File: src/rtl/core/ordered_array_list_engine_top_macros.svh
// Assertion helpers for the ordered array list engine
`ifndef ORDERED_ARRAY_LIST_ENGINE_TOP_MACROS_SVH
`define ORDERED_ARRAY_LIST_ENGINE_TOP_MACROS_SVH

// same-cycle implication
`define OALE_ASSERT_NOW(label, ante, cons, msg) \
    label: assert property (@(posedge clk) disable iff (!rst_n) (ante) |-> (cons)) \
        else $error(msg);

// next-cycle implication
`define OALE_ASSERT_NEXT(label, ante, cons, msg) \
    label: assert property (@(posedge clk) disable iff (!rst_n) (ante) |=> (cons)) \
        else $error(msg);

`endif

File: src/rtl/core/oale_pkg.sv
package oale_pkg;

    localparam int IDX_W      = 7;
    localparam int OP_W       = 4;
    localparam int POS_W      = 6;
    localparam int IN_VALUE_W = 32;
    localparam int STATUS_W   = 2;
    localparam int COUNT_W    = 6;
    localparam int EIDX_W     = 5;
    localparam int OUT_ELEM_W = 32;
    localparam int READ_LIMIT = 32;

    typedef enum logic [OP_W-1:0] {
        OP_INS_LAST  = 4'd0,
        OP_INS_FIRST = 4'd1,
        OP_INS_AT    = 4'd2,
        OP_DEL_LAST  = 4'd3,
        OP_DEL_FIRST = 4'd4,
        OP_DEL_AT    = 4'd5,
        OP_SORT_UP   = 4'd6,
        OP_SORT_DOWN = 4'd7,
        OP_READ      = 4'd8
    } op_code_t;

    typedef enum logic [STATUS_W-1:0] {
        STAT_OK    = 2'd0,
        STAT_FULL  = 2'd1,
        STAT_EMPTY = 2'd2,
        STAT_RANGE = 2'd3
    } status_t;

    typedef enum logic [2:0] {
        CELL_HOLD = 3'd0,
        CELL_INS  = 3'd1,
        CELL_DEL  = 3'd2,
        CELL_SORT = 3'd3,
        CELL_ROT  = 3'd4
    } cell_op_t;

    typedef struct packed {
        cell_op_t         op;
        logic             desc;
        logic             phase;
        logic [IDX_W-1:0] pos;
        logic [IDX_W-1:0] count;
    } cell_cmd_t;

endpackage

File: src/rtl/core/oale_cell.sv
module oale_cell
    import oale_pkg::*;
#(
    parameter int INDEX         = 0,
    parameter int ELEMENT_WIDTH = 32
)
(
    input  logic                     clk,
    input  cell_cmd_t                cmd,
    input  logic [ELEMENT_WIDTH-1:0] value_in,
    input  logic [ELEMENT_WIDTH-1:0] left_data,
    input  logic [ELEMENT_WIDTH-1:0] right_data,
    input  logic [ELEMENT_WIDTH-1:0] head_data,
    output logic [ELEMENT_WIDTH-1:0] data
);

    localparam logic [IDX_W-1:0] IDX    = IDX_W'(INDEX);
    localparam logic [IDX_W-1:0] IDX_P1 = IDX_W'(INDEX + 1);

    logic [ELEMENT_WIDTH-1:0] data_reg;
    logic [ELEMENT_WIDTH-1:0] data_next;
    logic                     left_role;
    logic                     right_role;
    logic                     take_right;
    logic                     take_left;

    always_comb
    begin
        left_role  = (IDX[0] == cmd.phase) && (IDX_P1 < cmd.count);
        right_role = (IDX[0] != cmd.phase) && (INDEX > 0) && (IDX < cmd.count);
        take_right = cmd.desc ? ($signed(right_data) > $signed(data_reg))
                              : ($signed(data_reg) > $signed(right_data));
        take_left  = cmd.desc ? ($signed(data_reg) > $signed(left_data))
                              : ($signed(left_data) > $signed(data_reg));
        data_next  = data_reg;
        unique case (cmd.op)
            CELL_HOLD:
            begin
                data_next = data_reg;
            end
            CELL_INS:
            begin
                if (IDX == cmd.pos)
                begin
                    data_next = value_in;
                end
                else if (IDX > cmd.pos)
                begin
                    data_next = left_data;
                end
            end
            CELL_DEL:
            begin
                if (IDX >= cmd.pos)
                begin
                    data_next = right_data;
                end
            end
            CELL_SORT:
            begin
                if (left_role && take_right)
                begin
                    data_next = right_data;
                end
                else if (right_role && take_left)
                begin
                    data_next = left_data;
                end
            end
            CELL_ROT:
            begin
                if (IDX_P1 == cmd.count)
                begin
                    data_next = head_data;
                end
                else if (IDX_P1 < cmd.count)
                begin
                    data_next = right_data;
                end
            end
            default:
            begin
                data_next = data_reg;
            end
        endcase
    end

    always_ff @(posedge clk)
    begin
        data_reg <= data_next;
    end

    assign data = data_reg;

endmodule
File: config.mk
export PLATFORM = sky130hd
export DESIGN_NAME = oale_cell
export DESIGN_NICKNAME = d
export VERILOG_FILES = /design/src/rtl/core/ordered_array_list_engine_top_macros.svh /design/src/rtl/core/oale_pkg.sv /design/src/rtl/core/oale_cell.sv
export SDC_FILE = /design/constraint.sdc
export NUM_CORES = 1
export LEC_CHECK = 0
export BUFFER_PORTS_ARGS = -buffer_cell sky130_fd_sc_hd__buf_2
export CORE_AREA = 2 2 79 81
export CTS_BUF_LIST = sky130_fd_sc_hd__clkbuf_8
export CTS_CLUSTER_DIAMETER = 60
export DETAILED_ROUTE_END_ITERATION = 6
export DIE_AREA = 0 0 81 83
export PLACE_DENSITY = 0.9
export SETUP_SLACK_MARGIN = 0.3
export SYNTH_ARGS = -nofsm -noshare
export SYNTH_HDL_FRONTEND = slang
export SYNTH_SLANG_ARGS = --single-unit
File: constraint.sdc
create_clock -name clk -period 11.35 [get_ports clk]
set_input_delay 1.7025 -clock clk [delete_from_list [all_inputs] [get_ports clk]]
set_output_delay 1.7025 -clock clk [all_outputs]
set_load 0.005 [all_outputs]
Yosys cells after proc, flatten, opt, wreduce, memory -nomap -nowiden. Cells that the tools add are included.

Order comparisons: 5. Eq/ne operators: 9. Muxes and demuxes: 8. Bitwise operators: 1. Reductions and logical operators: 5.

Operators by type and width (number): 32-bit two-way mux (6); 32-bit case mux with 4 select lines (1); 32-bit > comparator (2); 1-bit by 7-bit == test with 1-bit output, first input constant (1); 1-bit by 7-bit greater-or-equal comparator with 1-bit output, first input constant (1); 1-bit by 7-bit > comparator with 1-bit output, first input constant (1); 7-bit zero test (1); 1-bit by 7-bit less-than comparator with 1-bit output, first input constant (1); 3-bit by 2-bit == test with 1-bit output, second input constant (2); 3-bit != test, second input constant (2); 5-bit AND reduction (1); 2-bit != test, second input constant (2); 4-bit nonzero test (1); 3-bit by 1-bit == test with 1-bit output, second input constant (1); 3-bit == test, second input constant (1); 1-bit logical AND (2); 1-bit two-way mux (1); 1-bit NOT (1).

Bits in registers: 32. Output and inout port bits: 32. Word-level logic and storage cells: 29.

Longest topological paths before layout.
Word-level depth: 5. Mapped depth: 8.

Least setup slack after synthesis. No wires, ideal clock.

Path kind: in2reg. Start: in right_data[15]. End: reg data_reg[0] (netlist: data[0]), enable pin. Library setup time: 421 ps. Arrival: 4505 ps. Required time: 10929 ps. Setup slack: 6424 ps. Stages on the path: 8. Path buffers: 0. Cell sequence: inv_1 > ha_1 > nand4_1 > or4_4 > a21o_1 > a31oi_2 > a211oi_1 > nor2_1.

Word-level cells in the longest chain between the ends: 5. Elaborated cells between the ends (all ways): 6. Those cells by class: order compare: 2; eq/ne: 1; mux: 1; reduce/logical: 2.

RTL lines: start, declared (line oale_cell.sv:12) `input logic [ELEMENT_WIDTH-1:0] right_data,`; 32-bit > comparator (on tied branches) (line oale_cell.sv:32, oale_cell.sv:31); 1-bit two-way mux * (line oale_cell.sv:31) `take_right = cmd.desc ? ($signed(right_data) > $signed(data_reg))`; 1-bit logical AND * (line oale_cell.sv:61) `if (left_role && take_right)`; 2-bit != test (no line) *; 5-bit AND reduction (no line) *; end signal, assigned (line oale_cell.sv:90) `data_reg <= data_next;`; end, declared (line oale_cell.sv:20) `logic [ELEMENT_WIDTH-1:0] data_reg;`.

Every way passes the cells marked *; elsewhere a longest branch is shown, timed or not. A chain may end at the register's enable or synchronous reset.

Worst setup path in the final report.
Start: in right_data[15]. End: reg data_reg[9] (netlist: data[9]), enable pin.

Same word-level chain as after synthesis.

==> flow_summary_export.csv <==
group,metric,value,unit
routing,drt-total-wl,8738,um
setup_path,path_cells,"buf_2 > inv_1 > ha_1 > nand4_1 > or4_4 > a21o_1 > a31oi_2 > a211oi_1 > nor2_4",
die,start_util,47.63,%
die,ios,180,
routing,drc,0,
die,die_x,81,um
setup_path,crit_fanout,32,
sta,skew,0.006038,ns
global_route,grt_max_degree,35,
die,die_area,6723,um^2
setup_path,cp-end-kind,"flop",
sta,clock.fmax,239.8,MHz
global_route,track_usage,25.87,%
clocking,cts_resized,0,
cells_and_area,syn_to_final_growth,38.26,%
clocking,post_cts.repair.setup_buffers,0,
sta,worst_slew_pin_slew,1.168,ns
routing,drtIter0Drc,184,
logic_synthesis,synth_flop_cell,"edfxtp_1",
setup_path,cp_slowest_cell,"nor2_4",
clocking,cts.sinks,32,
cells_and_area,largest_register_ff_count,32,
clocking,clk_path_buf_depth,2,
clocking,insertion_delay,0.29,ns
global_route,overflow,0,
clocking,htree_levels,2,
sta,slew_viol_final,0,
logic_synthesis,syn_area,2770,um^2
cells_and_area,nFillCells,491,
cells_and_area,design_area,3830,um^2
logic_synthesis,synth-seq-area-share,34.69,%
logic_synthesis,synth.distinct_cells,38,
setup_path,critical_path_class,"in2reg",
place,port_buffers,179,
hold_path,holdCritPathClass,"reg2reg",
logic_synthesis,yosysMostFrequentCell,"nand2_1",
logic_synthesis,ys_top_cells_by_count,"nand2_1, a21oi_1, inv_1, a221o_1",
setup_path,r2r_slack,8.29,ns
clocking,cts_buffers,5,
logic_synthesis,synth_nets,497,
setup_path,startpoint_type,"input pin",
logic_synthesis,synth_warnings,0,
sta,period_needed,4.170,ns
routing,drtPass1Iterations,4,
setup_path,path_delay_family,"simple AND/OR/NAND/NOR gates",
global_route,grt_pass1_wl,13830,um
clocking,cts_tree,"yes",
routing,ant_nets,0,
global_route,grt_pass1_vias,3166,
logic_synthesis,synth.area.top_cells,"edfxtp_1, ha_1, a221o_1",
cells_and_area,fin_nets,670,
setup_path,cp.required,11.26,ns
setup_path,critPathBufInv,2,
power,power.leakage,0.001971,uW
cells_and_area,fin_cells,566,
clocking,cts-root-buf,"clkbuf_8",
routing,routedWlPerCell,15.44,um
die,rows,28,
setup_path,crit_cells,9,
clocking,cts_hold_buf,0,
die,fp.dieH,83,um
run_status,status,"completed",
sta,hold_viol_final,0,
logic_synthesis,syn_avg_cell_area,8.739,um^2
sta,rsz0062_at_grt,"false",
logic_synthesis,synthArstFlopShare,0,%
cells_and_area,num_antenna_cells,0,
die,core_area,5816,um^2
power,ir_drop,0.1050,mV
logic_synthesis,synth_area_leader_cell,"edfxtp_1",
routing,vias,3177,
sta,finalSetupViolations,0,
hold_path,hold_depth,4,
sta,finalHoldWorstSlack,1.250,ns
place,place_area,3724,um^2
setup_path,r2r_cells,7,
cells_and_area,layout-drive-gt1-share,40.53,%
place,dp_hpwl,7078,um
sta,fin_setup_tns,0,ns
setup_path,slowest_delay,0.71,ns
clocking,path_clk_slew,0.07,ns
power,power_density,179.0,nW/um^2
setup_path,worstPathArrival,4.08,ns
sta,relSlewSlack,21.94,%
logic_synthesis,syn-instance-count,317,
place,routabilityCongestion,0.8316,
routing,vias_per_cell,5.613,
place,place_inst,558,
logic_synthesis,ys_ff_latch,32,
logic_synthesis,synth_edf_count,32,
sta,min_period_over_period,36.74,%
job,max_cap_violations,0,
global_route,antenna_found_initial,1,
logic_synthesis,synth_top_area_share,34.69,%
## path summary, 6_finish.rpt
check / from / end
hold / removal: data[31] / data[7]
setup / recovery: right_data[15] / data[9]
setup reg to reg: data[15] / data[9]
hold reg to reg: data[31] / data[7]
## cell type report
class / count / area (um^2) / share of cell area (%)
Clock buffer: 5 / 68.82 / 1.797
Inverter: 34 / 127.6 / 3.332
Sequential cell: 32 / 960.9 / 25.09
Tap cell: 75 / 93.84 / 2.450
Multi-Input combinational cell: 234 / 1615 / 42.18
Timing Repair Buffer: 183 / 925.9 / 24.18
Clock inverter: 3 / 37.54 / 0.9801
## power breakdown
part           leakage (uW)  total, uW  switching, uW  internal (uW)
logic               0.00160        314            176            138
clock network     0.0000532        108           44.4           63.9
registers          0.000313        263           37.6            226
## metrics by stage
| stage | total power (uW) | util [%] | worst slack [ns] |
|---|---|---|---|
| after global placement | 565.9 | 64.03 | 6.905 |
| after global routing | 743.5 | 65.86 | 7.019 |
| after floorplan | 428.1 | - | 6.424 |
| final | 685.6 | 65.86 | 7.180 |
| after detailed placement | 581.1 | 64.03 | 6.832 |
| after CTS | 688.6 | 65.86 | 7.159 |
## routing by layer
layer | global-route usage [%] | share of wire, % | vias to the layer above
met5 | 0 | 0.10 | -
met4 | 7.704 | 1.3 | 2
met3 | 4.348 | 8.1 | 13
met2 | 47.18 | 53 | 168
met1 | 30.23 | 38 | 1469
li1 | - | - | 1525
## logic make-up after synthesis
kind of cell             share of synthesized area, %
AND/OR/NAND/NOR                                 17.07
AO/OA/AOI/OAI                                   25.75
buffers and inverters                           7.723
adder cells (fa/ha/maj)                         14.45
flip-flops                                      34.69
XOR/XNOR                                       0.3162
## cell usage in the layout, fill, tap and decap left out, types with 2 or more instances in the layout
cell / count
a211oi_1: 2
a21o_1: 3
a21oi_1: 48
a221o_1: 33
and4_1: 2
buf_2: 179
buf_4: 4
clkbuf_8: 5
clkinv_1: 2
edfxtp_1: 32
ha_1: 32
inv_1: 34
nand2_1: 72
nand3_1: 3
nand4_1: 5
nand4bb_1: 2
nor2_1: 4
nor2b_1: 2
o21ai_0: 3
## worst register-to-register path, cell delays in order (launching register included)
cell and delay [ns]:
edfxtp_1 0.41, ha_1 0.35, nand4_1 0.15, or4_4 0.56, a21o_1 0.17, a31oi_2 0.21, a211oi_1 0.10, nor2_4 0.71
Power figures use the tool's default switching activity.
